$ cat config.mk
export PLATFORM = sky130hd
export DESIGN_NAME = trimmed_mean_sampler_core
export DESIGN_NICKNAME = d
export VERILOG_FILES = /design/src/rtl/tms_pkg.sv /design/src/rtl/trimmed_mean_sampler_core.sv
export VERILOG_INCLUDE_DIRS = /design/src /design/src/rtl
export SDC_FILE = /design/constraint.sdc
export NUM_CORES = 1
export LEC_CHECK = 0
export BUFFER_PORTS_ARGS = -buffer_cell sky130_fd_sc_hd__buf_4
export CAP_MARGIN = 10
export CORE_ASPECT_RATIO = 1.5
export CORE_UTILIZATION = 45
export DETAILED_ROUTE_END_ITERATION = 8
export HOLD_SLACK_MARGIN = 0.06
export SYNTH_ARGS = -nofsm -noshare
export SYNTH_HDL_FRONTEND = slang
export SYNTH_SLANG_ARGS = --single-unit
export TNS_END_PERCENT = 30
$ cat constraint.sdc
create_clock -name i_clk -period 8 [get_ports i_clk]
set_clock_uncertainty 0.2 [all_clocks]
set_input_delay 0 -clock i_clk [delete_from_list [all_inputs] [get_ports i_clk]]
set_output_delay 0 -clock i_clk [all_outputs]
set_load 0.005 [all_outputs]
$ cat src/rtl/trimmed_mean_sampler_core_macros.svh
// Assertion macros shared by the trimmed mean sampler RTL.
`ifndef TRIMMED_MEAN_SAMPLER_CORE_MACROS_SVH
`define TRIMMED_MEAN_SAMPLER_CORE_MACROS_SVH

// Same-cycle implication, checked on every rising clock edge outside reset.
`define TMS_ASSERT_IMPL(label, ante, cons) \
    label: assert property (@(posedge i_clk) disable iff (!i_rst_n) (ante) |-> (cons)) \
        else $error("trimmed mean sampler: same-cycle check failed");

// Next-cycle implication, checked on every rising clock edge outside reset.
`define TMS_ASSERT_NEXT(label, ante, cons) \
    label: assert property (@(posedge i_clk) disable iff (!i_rst_n) (ante) |=> (cons)) \
        else $error("trimmed mean sampler: next-cycle check failed");

`endif

$ cat src/rtl/tms_pkg.sv
// Types and constants of the trimmed mean sampler.
`timescale 1ns / 1ps

package tms_pkg;

    localparam int SAMPLE_W = 16;
    localparam int ERR_W    = 2;

    // Result error codes.
    localparam logic [ERR_W-1:0] ERR_OK    = 2'd0;
    localparam logic [ERR_W-1:0] ERR_SHORT = 2'd1;
    localparam logic [ERR_W-1:0] ERR_LONG  = 2'd2;

    // One input transfer.
    typedef struct packed {
        logic [SAMPLE_W-1:0] sample;
        logic                last_sample;
    } t_in;

    // One result transfer.
    typedef struct packed {
        logic [SAMPLE_W-1:0] average;
        logic [ERR_W-1:0]    error_code;
    } t_out;

    // Sequencer states.
    typedef enum logic [3:0] {
        S_IDLE,
        S_MIN,
        S_MAX,
        S_ADD,
        S_TRIM1,
        S_TRIM2,
        S_DSET,
        S_DIV,
        S_DONE
    } t_state;

    // Operations of the shared adder.
    typedef enum logic {
        ALU_ADD,
        ALU_SUB
    } t_alu_op;

endpackage

$ cat src/rtl/trimmed_mean_sampler_core.sv
// Trimmed mean sampler: drops one minimum and one maximum and averages the rest.
`timescale 1ns / 1ps
// Usage:
// Samples enter one per transfer on i_item, taken at a rising edge where start
// is high and busy is low. last_sample marks the final sample of a group.
// After each transfer busy stays high through the min, max and add steps, so
// a new sample cannot be taken before the last one is through. A group of
// three or more samples (and no more than MAX_SAMPLES) ends with the trimmed
// sum and a restoring division that yields one quotient bit per cycle,
// 16 + clog2(MAX_SAMPLES + 1) bits in all; the result shows in the final busy
// cycle. A short or long group reports its error code with an average of 0
// once its last sample is through the min, max and add steps.
// The min/max compares, sums, trims and division steps run through one shared adder/subtractor under the sequencer.
// o_result is valid for exactly one cycle while o_strobe is high; the receiver
// cannot stall it and must take it in that cycle.
// A synchronous active-low reset returns the sequencer to idle and clears the
// running minimum, maximum, sum and count; no result is pending after reset.

`include "trimmed_mean_sampler_core_macros.svh"

module trimmed_mean_sampler_core #(
    parameter int MAX_SAMPLES = 255
) (
    input  logic          i_clk,
    input  logic          i_rst_n,
    input  logic          start,
    output logic          busy,
    input  tms_pkg::t_in  i_item,
    output logic          o_strobe,
    output tms_pkg::t_out o_result
);

    import tms_pkg::*;

    localparam int CNT_W  = $clog2(MAX_SAMPLES + 2);
    localparam int SUM_W  = SAMPLE_W + $clog2(MAX_SAMPLES + 1);
    localparam int ALU_W  = SUM_W + 1;
    localparam int STEP_W = $clog2(SUM_W);

    localparam logic [CNT_W-1:0]  CNT_MAX   = CNT_W'(MAX_SAMPLES);
    localparam logic [CNT_W-1:0]  CNT_MIN   = CNT_W'(3);
    localparam logic [CNT_W-1:0]  CNT_TRIM  = CNT_W'(2);
    localparam logic [STEP_W-1:0] LAST_STEP = STEP_W'(SUM_W - 1);

    t_state              r_state, n_state;
    logic [SAMPLE_W-1:0] r_sample, n_sample;
    logic                r_last, n_last;
    logic                r_take, n_take;
    logic [SAMPLE_W-1:0] r_min, n_min;
    logic [SAMPLE_W-1:0] r_max, n_max;
    logic [SUM_W-1:0]    r_sum, n_sum;
    logic [CNT_W-1:0]    r_count, n_count;
    logic [CNT_W-1:0]    r_div, n_div;
    logic [CNT_W-1:0]    r_rem, n_rem;
    logic [STEP_W-1:0]   r_step, n_step;
    logic [SAMPLE_W-1:0] r_avg, n_avg;
    logic [ERR_W-1:0]    r_err, n_err;

    logic [ALU_W-1:0]    alu_a, alu_b, alu_y;
    logic                alu_borrow;
    t_alu_op             alu_op;
    logic [CNT_W:0]      rem_sh;
    logic [CNT_W-1:0]    cnt_upd;
    logic                q_bit;
    logic [SUM_W-1:0]    q_next;
    logic                accept;

    assign accept = start && !busy;

    // Count after this sample, saturating one above the group limit.
    assign cnt_upd = (r_count <= CNT_MAX) ? r_count + CNT_W'(1) : r_count;

    // Remainder shifted left with the next dividend bit.
    assign rem_sh = {r_rem, r_sum[SUM_W-1]};

    // Shared adder/subtractor; the top bit is the borrow of a subtraction.
    assign alu_y      = (alu_op == ALU_ADD) ? alu_a + alu_b : alu_a - alu_b;
    assign alu_borrow = alu_y[ALU_W-1];

    // Division step: a quotient bit is set when the subtraction does not borrow.
    assign q_bit  = !alu_borrow;
    assign q_next = {r_sum[SUM_W-2:0], q_bit};

    // Next state of the sequencer.
    always_comb begin
        n_state = r_state;
        unique case (r_state)
            S_IDLE: begin
                if (start) begin
                    n_state = S_MIN;
                end
            end
            S_MIN:   n_state = S_MAX;
            S_MAX:   n_state = S_ADD;
            S_ADD: begin
                if (!r_last) begin
                    n_state = S_IDLE;
                end else if ((cnt_upd > CNT_MAX) || (cnt_upd < CNT_MIN)) begin
                    n_state = S_DONE;
                end else begin
                    n_state = S_TRIM1;
                end
            end
            S_TRIM1: n_state = S_TRIM2;
            S_TRIM2: n_state = S_DSET;
            S_DSET:  n_state = S_DIV;
            S_DIV: begin
                if (r_step == '0) begin
                    n_state = S_DONE;
                end
            end
            S_DONE:  n_state = S_IDLE;
            default: n_state = S_IDLE;
        endcase
    end

    // Sequencer outputs: handshake and operand selection for the shared adder.
    always_comb begin
        busy     = 1'b1;
        o_strobe = 1'b0;
        alu_op   = ALU_SUB;
        alu_a    = '0;
        alu_b    = '0;
        unique case (r_state)
            S_IDLE: begin
                busy = 1'b0;
            end
            S_MIN: begin
                alu_a = ALU_W'(r_sample);
                alu_b = ALU_W'(r_min);
            end
            S_MAX: begin
                alu_a = ALU_W'(r_max);
                alu_b = ALU_W'(r_sample);
            end
            S_ADD: begin
                alu_op = ALU_ADD;
                alu_a  = ALU_W'(r_sum);
                alu_b  = ALU_W'(r_sample);
            end
            S_TRIM1: begin
                alu_a = ALU_W'(r_sum);
                alu_b = ALU_W'(r_min);
            end
            S_TRIM2: begin
                alu_a = ALU_W'(r_sum);
                alu_b = ALU_W'(r_max);
            end
            S_DSET: begin
                alu_a = ALU_W'(r_count);
                alu_b = ALU_W'(CNT_TRIM);
            end
            S_DIV: begin
                alu_a = ALU_W'(rem_sh);
                alu_b = ALU_W'(r_div);
            end
            S_DONE: begin
                o_strobe = 1'b1;
            end
            default: begin
                busy = 1'b1;
            end
        endcase
    end

    // Datapath updates for each sequencer step.
    always_comb begin
        n_sample = r_sample;
        n_last   = r_last;
        n_take   = r_take;
        n_min    = r_min;
        n_max    = r_max;
        n_sum    = r_sum;
        n_count  = r_count;
        n_div    = r_div;
        n_rem    = r_rem;
        n_step   = r_step;
        n_avg    = r_avg;
        n_err    = r_err;
        case (r_state)
            S_IDLE: begin
                if (accept) begin
                    n_sample = i_item.sample;
                    n_last   = i_item.last_sample;
                    n_take   = (r_count < CNT_MAX);
                end
            end
            S_MIN: begin
                if (r_take) begin
                    if (r_count == '0) begin
                        n_min = r_sample;
                        n_max = r_sample;
                    end else if (alu_borrow) begin
                        n_min = r_sample;
                    end
                end
            end
            S_MAX: begin
                if (r_take && (r_count != '0) && alu_borrow) begin
                    n_max = r_sample;
                end
            end
            S_ADD: begin
                if (r_take) begin
                    n_sum = alu_y[SUM_W-1:0];
                end
                n_count = cnt_upd;
                if (cnt_upd > CNT_MAX) begin
                    n_err = ERR_LONG;
                    n_avg = '0;
                end else if (cnt_upd < CNT_MIN) begin
                    n_err = ERR_SHORT;
                    n_avg = '0;
                end else begin
                    n_err = ERR_OK;
                end
            end
            S_TRIM1, S_TRIM2: begin
                n_sum = alu_y[SUM_W-1:0];
            end
            S_DSET: begin
                n_div  = alu_y[CNT_W-1:0];
                n_rem  = '0;
                n_step = LAST_STEP;
            end
            S_DIV: begin
                n_rem  = q_bit ? alu_y[CNT_W-1:0] : rem_sh[CNT_W-1:0];
                n_sum  = q_next;
                n_step = r_step - STEP_W'(1);
                if (r_step == '0) begin
                    n_avg = q_next[SAMPLE_W-1:0];
                end
            end
            S_DONE: begin
                n_min   = '0;
                n_max   = '0;
                n_sum   = '0;
                n_count = '0;
            end
            default: begin
                n_step = r_step;
            end
        endcase
    end

    // Control and group state.
    always_ff @(posedge i_clk) begin
        if (!i_rst_n) begin
            r_state <= S_IDLE;
            r_min   <= '0;
            r_max   <= '0;
            r_sum   <= '0;
            r_count <= '0;
            r_take  <= 1'b0;
            r_last  <= 1'b0;
        end else begin
            r_state <= n_state;
            r_min   <= n_min;
            r_max   <= n_max;
            r_sum   <= n_sum;
            r_count <= n_count;
            r_take  <= n_take;
            r_last  <= n_last;
        end
    end

    // Payload registers.
    always_ff @(posedge i_clk) begin
        r_sample <= n_sample;
        r_div    <= n_div;
        r_rem    <= n_rem;
        r_step   <= n_step;
        r_avg    <= n_avg;
        r_err    <= n_err;
    end

    assign o_result.average    = r_avg;
    assign o_result.error_code = r_err;

    // Checks on the sequencer and the result.
    `TMS_ASSERT_NEXT(a_accept_busy, accept, busy)
    `TMS_ASSERT_NEXT(a_strobe_single, o_strobe, !o_strobe && !busy)
    `TMS_ASSERT_IMPL(a_error_zero, o_strobe && (o_result.error_code != ERR_OK), o_result.average == '0)
    `TMS_ASSERT_IMPL(a_err_code, o_strobe, (r_err == ERR_OK) || (r_err == ERR_SHORT) || (r_err == ERR_LONG))
    `TMS_ASSERT_IMPL(a_count_bound, 1'b1, r_count <= CNT_MAX + CNT_W'(1))

endmodule
==> flow_summary.ini, run 1 <==
[run]
max_cap_violations = 0

[clock_tree]
clk_path_buf_depth = 2
ctsResizeCount = 0
cts_tree = yes
cts_buffers = 17
cts_setup_buffers = 0
path_clk_slew_ps = 60
h-tree-depth = 4
clk_latency_ps = 430
clockRootBuffer = clkbuf_16
clkSinkCount = 128

[floorplan]
die_h_um = 160
die_w_um = 107
pin_count = 40
core_area_sq_um = 16200
start_util_pct = 46.1
dieArea_sq_um = 17100
fp-row-count = 57

[cells_and_area]
final_area_sq_um = 8640
final_nets = 906
syn2layout_area_growth_pct = 15.8
drive_gt1_share_pct = 11.7
post-route-util_pct = 53.4
diodes = 0

[worst_setup_path]
worstPathRequired_ps = 8160
reg2reg_from = r_state[3]
crit_chain = nor3_2 > a221oi_1 > nand2_1 > or4_1 > nor2_1 > nor2_1 > xnor2_1 > ha_1 > a21oi_1 > o21ai_0 > nor3_1 > nand3_1 > a21o_1 > a21oi_1 > mux2i_1 > a311oi_2 > a22o_1
cp-startpoint = r_state[3]
crit_type = reg2reg
arrival_ps = 6710
cp-start-kind = register
cpLargestDelayFamily = compound AO/OA/AOI/OAI gates
cpMaxStageDelayCell = a311oi_2
path_max_fanout = 25
end_kind = register
crit_buf_inv = 0
slowest_delay_ps = 1000

[pwr]
p_leak_nw = 3.43
cellPowerDensity_nw_per_um2 = 230
ir_drop_uv = 154

[placed_design]
io_buffers = 39
dpl_cell_area_sq_um = 7900
gp_congestion = 0.915
dp_hpwl_um = 17100

[yosys]
synth_area_leader_cell = edfxtp_1
synth_cell_types = 69
async_flop_share_pct = 0
synth_top_area_share_pct = 22.9
syn_inst = 812
syn_avg_cell_area_sq_um = 9.19
syn_area_sq_um = 7460
synth_edf_count = 57
synthTopCellsByArea = edfxtp_1 (23%), dfxtp_1 (19%), a21oi_1 (5.1%)
synthFlopType = dfxtp_1
seq_area_frac_synth_pct = 42.0
postSynthRegisterBits = 128
syn-num-nets = 861
ys_warn_count = 0

[sta]
fmax_mhz = 153
tightest_slew_ps = 1140
final-setup-viol-count = 0
hold_violations = 0
min_period_ps = 6540
slew_headroom_pct = 24.0
drv_slew = 0
rsz0062_at_grt = no
period_share_pct = 81.8
finalSetupTns_ps = 0

[global_route]
grt_start_max_net_pins = 48
antenna_found_initial = 0
first_global_vias = 6335
grt_pass1_wl_um = 35900
grt-ovfl-total = 0
grt_use_total_pct = 28.2

[worst_hold_path]
hp-class = in2reg
hold_start = i_item[16]

[routing]
wirelength_um = 23100
dr.first_iter.drc_count = 429
vias_per_cell = 6.05
ant_nets = 0
first_pass_iters = 5
vias = 6514
wl_per_cell_um = 21.4
route.detailed.drc = 0

[status]
status = complete, no violations
==> cells in the final DEF, fill, tap and decap left out, drive strengths merged, types with 7 or more instances in the layout <==
cell type and n:
clkbuf 17, a22oi 32, nand2b 15, a31oi 8, a22o 18, a211oi 7, mux2i 30, nor4 7
xor2 10, nor2 79, clkinv 7, o21ai 50, nand3 28, nor3 21, and2 26, a21oi 76
ha 28, edfxtp 57, nand2 57, a21o 9, dfxtp 71, dlygate4sd3 20, a222oi 7, buf 53
xnor2 30, inv 31
==> area by class of cell <==
cell class | count | area [sq um]
well taps | 206 | 258
clock inverters | 15 | 111
repair buffers | 73 | 598
multi-input cells | 610 | 4010
inverters | 27 | 101
fillers | 1505 | 7550
clock buffers | 17 | 425
flip-flops and latches | 128 | 3130
==> cells by family after synthesis <==
kind of cell    after synthesis  synth area share, %
mux                          32                 4.33
fa+ha+maj                    29                 4.96
xor+xnor                     40                 4.80
flops                       128                 42.0
buf+inv                      74                 4.49
compound gates              252                 22.5
simple gates                257                 16.9
==> Yosys cell counts, drive strengths merged, types with 3 or more instances <==
master   count
a21oi       76
nor4         7
dfxtp       71
a22oi       32
nand3b       5
and2        26
o31a         4
o31ai        3
nand3       28
o2bb2ai      3
nor3        21
a211oi       7
xnor2       30
clkbuf      29
nor2        79
nor2b        4
a222oi       7
nand2       57
and3         5
a32oi        3
o21ai       50
inv         26
a31oi        8
buf         18
edfxtp      57
a21o         9
nand2b      15
a221o        5
xor2        10
a22o        18
o21bai       6
a221oi       4
ha          28
mux2i       30
==> power by group <==
part	leakage, nW	internal, mW	total (mW)	switching [mW]
Combinational	2.03	0.221	0.536	0.315
Sequential	1.14	0.706	0.734	0.0279
Clock	0.253	0.398	0.718	0.320
Total	3.43	1.33	1.99	0.662
==> worst register-to-register path: cells and delay by family (launching register included) <==
kind	cells	cell delay (ps)
multiplexers	1	150
AND/OR/NAND/NOR	7	1990
adder cells (fa/ha/maj)	1	360
AO/OA/AOI/OAI	7	2700
flip-flops	1	940
XOR/XNOR	1	160
==> timing repair <==
action                                 in CTS  in global routing
setup endpoints to repair                   0                  0
hold buffers                               20                  0
endpoints found under the hold margin      42                  0
==> through the flow <==
step	hold slack [ps]	instances	setup slack [ps]	power, mW
after floorplan	-101	812	3160	1.14
after global placement	-20.8	1024	1840	1.26
after detailed placement	-20.7	1024	1600	1.27
after CTS	76.6	1076	1570	2.00
after global routing	82.1	1076	945	2.08
final	91.3	1076	1460	1.99
==> layer usage <==
metal  global-route usage [%]  routed length, um
met5                        0                  0
met4                     12.9                916
met3                     4.16               1140
met2                     47.4              11400
met1                     35.2               9620
==> state kept, by name (all words and copies together) (netlist names) <==
signal and cells:
r_last 1, r_sample 16, r_err 2, r_avg 16
r_min 16, r_div 9, r_take 1, r_max 16
r_rem 9, r_count 9, r_step 5, r_state 4
r_sum 24
==> worst paths after layout <==
path                   to  slack (ps)  cells past startpoint
max              r_min[7]        1460                     17
min          r_sample[15]          90                      2
max reg2reg      r_min[7]        1460                     17
min reg2reg     r_min[10]         290                      1
(Power assumes the default switching activity.)
==> run 2: changes to the inputs <==
==> constraint.sdc (replaced) <==
create_clock -name i_clk -period 5.25 [get_ports i_clk]
set_clock_uncertainty 0.2 [all_clocks]
set_input_delay 0 -clock i_clk [delete_from_list [all_inputs] [get_ports i_clk]]
set_output_delay 0 -clock i_clk [all_outputs]
set_load 0.005 [all_outputs]
==> run 2 against run 1 <==
Effect of this change:
- fmax up 32%
- via count grew 3.4%
- wire length is 4.8% higher
- register-to-register slack got worse by 1200 ps
- hold slack better by 6.6 ps
- core utilization up 4.3 points
- die area did not move
- sequential power up 51%
- sequential cell count did not move
- non-clock buffer count is 67 higher
==> flow_summary.ini, run 2 (synthesized netlist as in run 1, its figures left out) <==
[routing]
ant_nets = 0
wirelength_um = 24200
route.detailed.drc = 0
wl_per_cell_um = 21.2
first_pass_iters = 5
vias_per_cell = 5.89
vias = 6734
dr.first_iter.drc_count = 517

[pwr]
p_int_mw = 2.25
combPwrFrac_pct = 30.0
clockPowerShare_pct = 36.3
power_frac_seq_pct = 33.7
ir_drop_uv = 263
report.power.total_mw = 3.30
switching_power_mw = 1.05
p_leak_nw = 3.83
cellPowerDensity_nw_per_um2 = 353
netSwitchingFraction_pct = 31.9

[worst_setup_path]
worstPathRequired_ps = 5330
worst-r2r-cell-count = 21
end_kind = register
arrival_ps = 5040
cp-start-kind = register
rrSetupSlack_ps = 290
crit_type = reg2reg
path_max_fanout = 8
r2r-end = r_max[12]
reg2reg_from = r_state[1]

[cells_and_area]
largest_register = r_sum
final_common_cell = buf_4
nFillCells = 1434
ff_latch_area_sq_um = 3140
post-route-util_pct = 57.7
multiInputGateArea_sq_um = 4090
final_nets = 973
syn2layout_area_growth_pct = 25.2
final_cell_count_no_fill = 1143
drive_gt1_share_pct = 19.9
diodes = 0
largest_register_ffs = 24
final_cell_mix = buf_4 (116), nor2_1 (77), a21oi_1 (75)

[floorplan]
die_w_um = 107
start_util_pct = 46.1
fp-row-count = 57
pin_count = 40
dieArea_sq_um = 17100
core_area_sq_um = 16200
die_h_um = 160

[clock_tree]
clkSinkCount = 128
cts_buffers = 17
clk_latency_ps = 420
clk_path_buf_depth = 2
path_clk_slew_ps = 60
cts_tree = yes
h-tree-depth = 4
clockRootBuffer = clkbuf_16

[placed_design]
dp_hpwl_um = 18100
gp_congestion = 0.973
dpl.cell_count = 1089
io_buffers = 39

[worst_hold_path]
min_to = r_sample[3]
whs_path_depth = 2
hp-class = in2reg
hold_start = i_item[4]

[run]
max_cap_violations = 0

[sta]
slew_headroom_pct = 21.9
fmax_mhz = 202
hold_violations = 0
whs_ps = 97.9
min_period_ps = 4960
final-setup-viol-count = 0
rsz0062_at_grt = no
period_share_pct = 94.5
drv_slew = 0
tightest_slew_ps = 1170

[global_route]
grt-ovfl-total = 0
grt_use_total_pct = 28.9
first_global_vias = 6726
grt_pass1_wl_um = 37100
antenna_found_initial = 0
grt_start_max_net_pins = 48

[status]
status = complete, no violations
## run 2: cell types whose count changed in the layout (fill, tap and decap cells not counted), moves of 2 or more
cell       change
buf_4         +63
dfxtp_1        -4
buf_12         +3
dfxtp_2        +3
a32oi_1        -2
a32oi_2        +2
bufinv_16      +2
clkinv_1       -2
nor3_1         -2
## run 2: through the flow
step	setup TNS, ps	cell area, sq um	setup WS (ps)
4_1_cts	0	9220	6.48
5_1_grt	0	9340	4.00
3_3_place_gp	0	8430	22.6
6_report	0	9340	290
3_5_place_dp	-2740	8430	-95.8
2_1_floorplan	0	7460	411
## run 2: worst max-delay path by stage
stage | slack [ps] | depth (start not counted) | start | end
2_1_floorplan | 410 | 21 | r_state[1] | r_min[10]
3_3_place_gp | 20 | 19 | r_state[1] | r_min[2]
3_5_place_dp | -100 | 21 | r_state[1] | r_max[4]
4_1_cts | 6 | 19 | r_state[1] | r_sum[23]
5_1_grt | 4 | 20 | r_state[2] | r_min[11]
6_report | 290 | 21 | r_state[1] | r_max[12]
## run 2: timing repair
action | 4_1_cts | 5_1_grt
endpoints found under the hold margin | 42 | 0
gates cloned | 0 | 1
pin swaps | 0 | 6
buffers inserted | 0 | 1
gates resized for setup | 2 | 19
hold buffers | 20 | 0
setup endpoints to repair | 43 | 49
## run 2: layer usage
metal	wire [um]	GRT usage [%]
met2	11900	48.4
met3	914	4.90
met4	1160	15.5
met5	0	0
met1	10200	35.1
## run 2: worst max-delay path, stage by stage, from the launching register on
cell       delay [ps]
dfxtp_4           400
mux2_2            360
a32oi_2           270
a31oi_2           170
nor3_2            230
nand2_1           140
or4_4             570
nor2_2            160
nor2_1             70
xnor2_1           140
ha_1              310
a21oi_1           160
o21ai_0           170
nor3_2            180
nand3_1           120
buf_4             160
a211oi_1          190
o311ai_1          200
o221ai_4          150
clkbuf_16         230
mux2i_1           200
nor2_1             50
## run 2: area by class of cell
cell class,instances,area share (%)
repair buffers,140,12.4
inverters,27,1.09
well taps,206,2.76
multi-input cells,610,43.8
clock inverters,14,1.65
clock buffers,18,4.70
flip-flops and latches,128,33.6
## run 2: power groups by stage
stage | registers, mW | logic [mW] | clock network (mW)
finish | 1.11 | 0.987 | 1.20
global route | 1.11 | 1.08 | 1.25
CTS | 1.11 | 0.953 | 1.21
detailed placement | 1.13 | 0.931 | 0
global placement | 1.13 | 0.923 | 0
floorplan | 1.11 | 0.617 | 0
==> run 3: changes to the inputs <==
--- a/config.mk
+++ b/config.mk
@@ -6,9 +6,10 @@
 export SDC_FILE = /design/constraint.sdc
 export NUM_CORES = 1
 export LEC_CHECK = 0
+export ABC_CLOCK_PERIOD_IN_PS = 6300
 export BUFFER_PORTS_ARGS = -buffer_cell sky130_fd_sc_hd__buf_4
 export CAP_MARGIN = 10
-export CORE_ASPECT_RATIO = 1.5
+export CORE_ASPECT_RATIO = 0.5
 export CORE_UTILIZATION = 45
 export DETAILED_ROUTE_END_ITERATION = 8
 export HOLD_SLACK_MARGIN = 0.06
==> constraint.sdc (replaced) <==
create_clock -name i_clk -period 6.3 [get_ports i_clk]
set_clock_uncertainty 0.2 [all_clocks]
set_input_delay 0 -clock i_clk [delete_from_list [all_inputs] [get_ports i_clk]]
set_output_delay 0 -clock i_clk [all_outputs]
set_load 0.005 [all_outputs]
==> run 3 against run 2 <==
Effect of this change:
- critical path depth down 2
- clock-buffer cell count unchanged
- setup slack better by 170 ps
- combinational power down 28%
- hold slack worse by 9.2 ps
==> flow_summary.ini, run 3 (synthesized netlist as in run 1, its figures left out) <==
[pwr]
cellPowerDensity_nw_per_um2 = 300
p_int_mw = 1.77
power_frac_seq_pct = 35.4
netSwitchingFraction_pct = 32.5
clockPowerShare_pct = 37.5
combPwrFrac_pct = 27.1
ir_drop_uv = 213
p_leak_nw = 3.47
switching_power_uw = 854

[status]
status = complete, no violations

[worst_setup_path]
crit_chain = nor2b_1 > a32oi_1 > a31oi_1 > nor3_2 > nand2_1 > or4_1 > nor2_1 > nor2_1 > xnor2_1 > ha_1 > a21oi_1 > o21ai_0 > nor3_1 > nand3_1 > a21o_1 > a21oi_1 > mux2i_1 > a311oi_4 > a22o_1
worstPathRequired_ps = 6460
crit_type = reg2reg
cpMaxStageDelayCell = a311oi_4
path_max_fanout = 16
slowest_delay_ps = 740
cp-start-kind = register
arrival_ps = 5990
end_kind = register

[clock_tree]
cts_buffers = 17
cts_tree = yes
cts_setup_buffers = 0
clk_path_buf_depth = 2
h-tree-depth = 4
path_clk_slew_ps = 60
clk_latency_ps = 420
clockRootBuffer = clkbuf_16
clkSinkCount = 128

[cells_and_area]
largest_register = r_sum
diodes = 0
nFillCells = 1450
multiInputGateArea_sq_um = 4020
drive_gt1_share_pct = 12.2
final_cell_mix = nor2_1 (78), a21oi_1 (76), dfxtp_1 (71)
syn2layout_area_growth_pct = 17.2
final_nets = 910
final_common_cell = nor2_1
largest_register_ffs = 24
ff_latch_area_sq_um = 3130
post-route-util_pct = 55.3

[global_route]
grt_pass1_wl_um = 34900
antenna_found_initial = 0
grt_start_max_net_pins = 48
first_global_vias = 5805
grt-ovfl-total = 0
grt_use_total_pct = 28.1

[floorplan]
core_area_sq_um = 15800
pin_count = 40
fp-row-count = 32
dieArea_sq_um = 17100
die_w_um = 184
die_h_um = 93.1
start_util_pct = 47.2

[sta]
final-setup-viol-count = 0
period_share_pct = 92.6
drv_slew = 0
finalSetupTns_ps = 0
min_period_ps = 5840
fmax_mhz = 171
hold_violations = 0
tightest_slew_ps = 837
rsz0062_at_grt = no
slew_headroom_pct = 43.8

[routing]
dr.first_iter.drc_count = 663
wl_per_cell_um = 21.0
first_pass_iters = 5
wirelength_um = 23000
ant_nets = 0
vias_per_cell = 5.99
route.detailed.drc = 0
vias = 6562

[placed_design]
io_buffers = 39
gp_congestion = 0.935
dp_hpwl_um = 17000

[run]
max_cap_violations = 0

[worst_hold_path]
hp-class = in2reg
==> run 3: critical path: cells and delay by family, from the launching register on <==
kind | cells | cell delay [ps]
adder cells (fa/ha/maj) | 1 | 360
AO/OA/AOI/OAI | 8 | 2140
XOR/XNOR | 1 | 160
multiplexers | 1 | 170
flip-flops | 1 | 650
AND/OR/NAND/NOR | 8 | 2090
==> run 3: path summary, 6_finish.rpt <==
kind	slack (ps)	cells after the start	endpoint	start
hold reg to reg	300	2	r_sum[21]	r_sum[20]
setup / recovery	460	19	r_min[9]	r_state[2]
hold / removal	90	2	r_sample[6]	i_item[7]
setup reg to reg	460	19	r_min[9]	r_state[2]
==> run 3: power by group through the flow <==
| stage | clock, mW | sequential (mW) | combinational (mW) |
|---|---|---|---|
| 2_1_floorplan | 0 | 0.927 | 0.514 |
| 3_3_place_gp | 0 | 0.945 | 0.675 |
| 3_5_place_dp | 0 | 0.945 | 0.676 |
| 4_1_cts | 0.994 | 0.927 | 0.693 |
| 5_1_grt | 1.03 | 0.931 | 0.774 |
| 6_report | 0.983 | 0.930 | 0.712 |
==> run 3: area by class of cell <==
cell class | count | area share [%]
Timing Repair Buffer | 77 | 7.19
Sequential cell | 128 | 35.8
Tap cell | 221 | 3.16
Clock inverter | 14 | 1.60
Clock buffer | 18 | 5.02
Multi-Input combinational cell | 610 | 46.0
Inverter | 27 | 1.16
==> run 3: metrics by stage <==
stage	cell area [sq um]	hold slack, ps	setup slack, ps	std cells	total power [mW]
global placement	7950	-22.2	509	1043	1.62
global route	8740	79.6	3.74	1095	2.74
floorplan	7460	-101	1460	812	1.44
finish	8740	88.7	464	1095	2.63
detailed placement	7950	-20.6	404	1043	1.62
CTS	8730	77.5	383	1095	2.61
==> run 3: per-layer routing <==
layer / global-route usage [%] / vias to the layer above / wire [um]
li1: - / 3121 / -
met1: 45.1 / 3131 / 12100
met2: 34.8 / 292 / 8280
met3: 8.72 / 18 / 2450
met4: 6.25 / 0 / 188
met5: 0 / - / 0
==> run 3: repair_timing <==
action | 4_1_cts | 5_1_grt
hold buffers | 20 | 0
endpoints found under the hold margin | 42 | 0
endpoints found under the setup margin | 0 | 16
gates resized for setup | 0 | 2
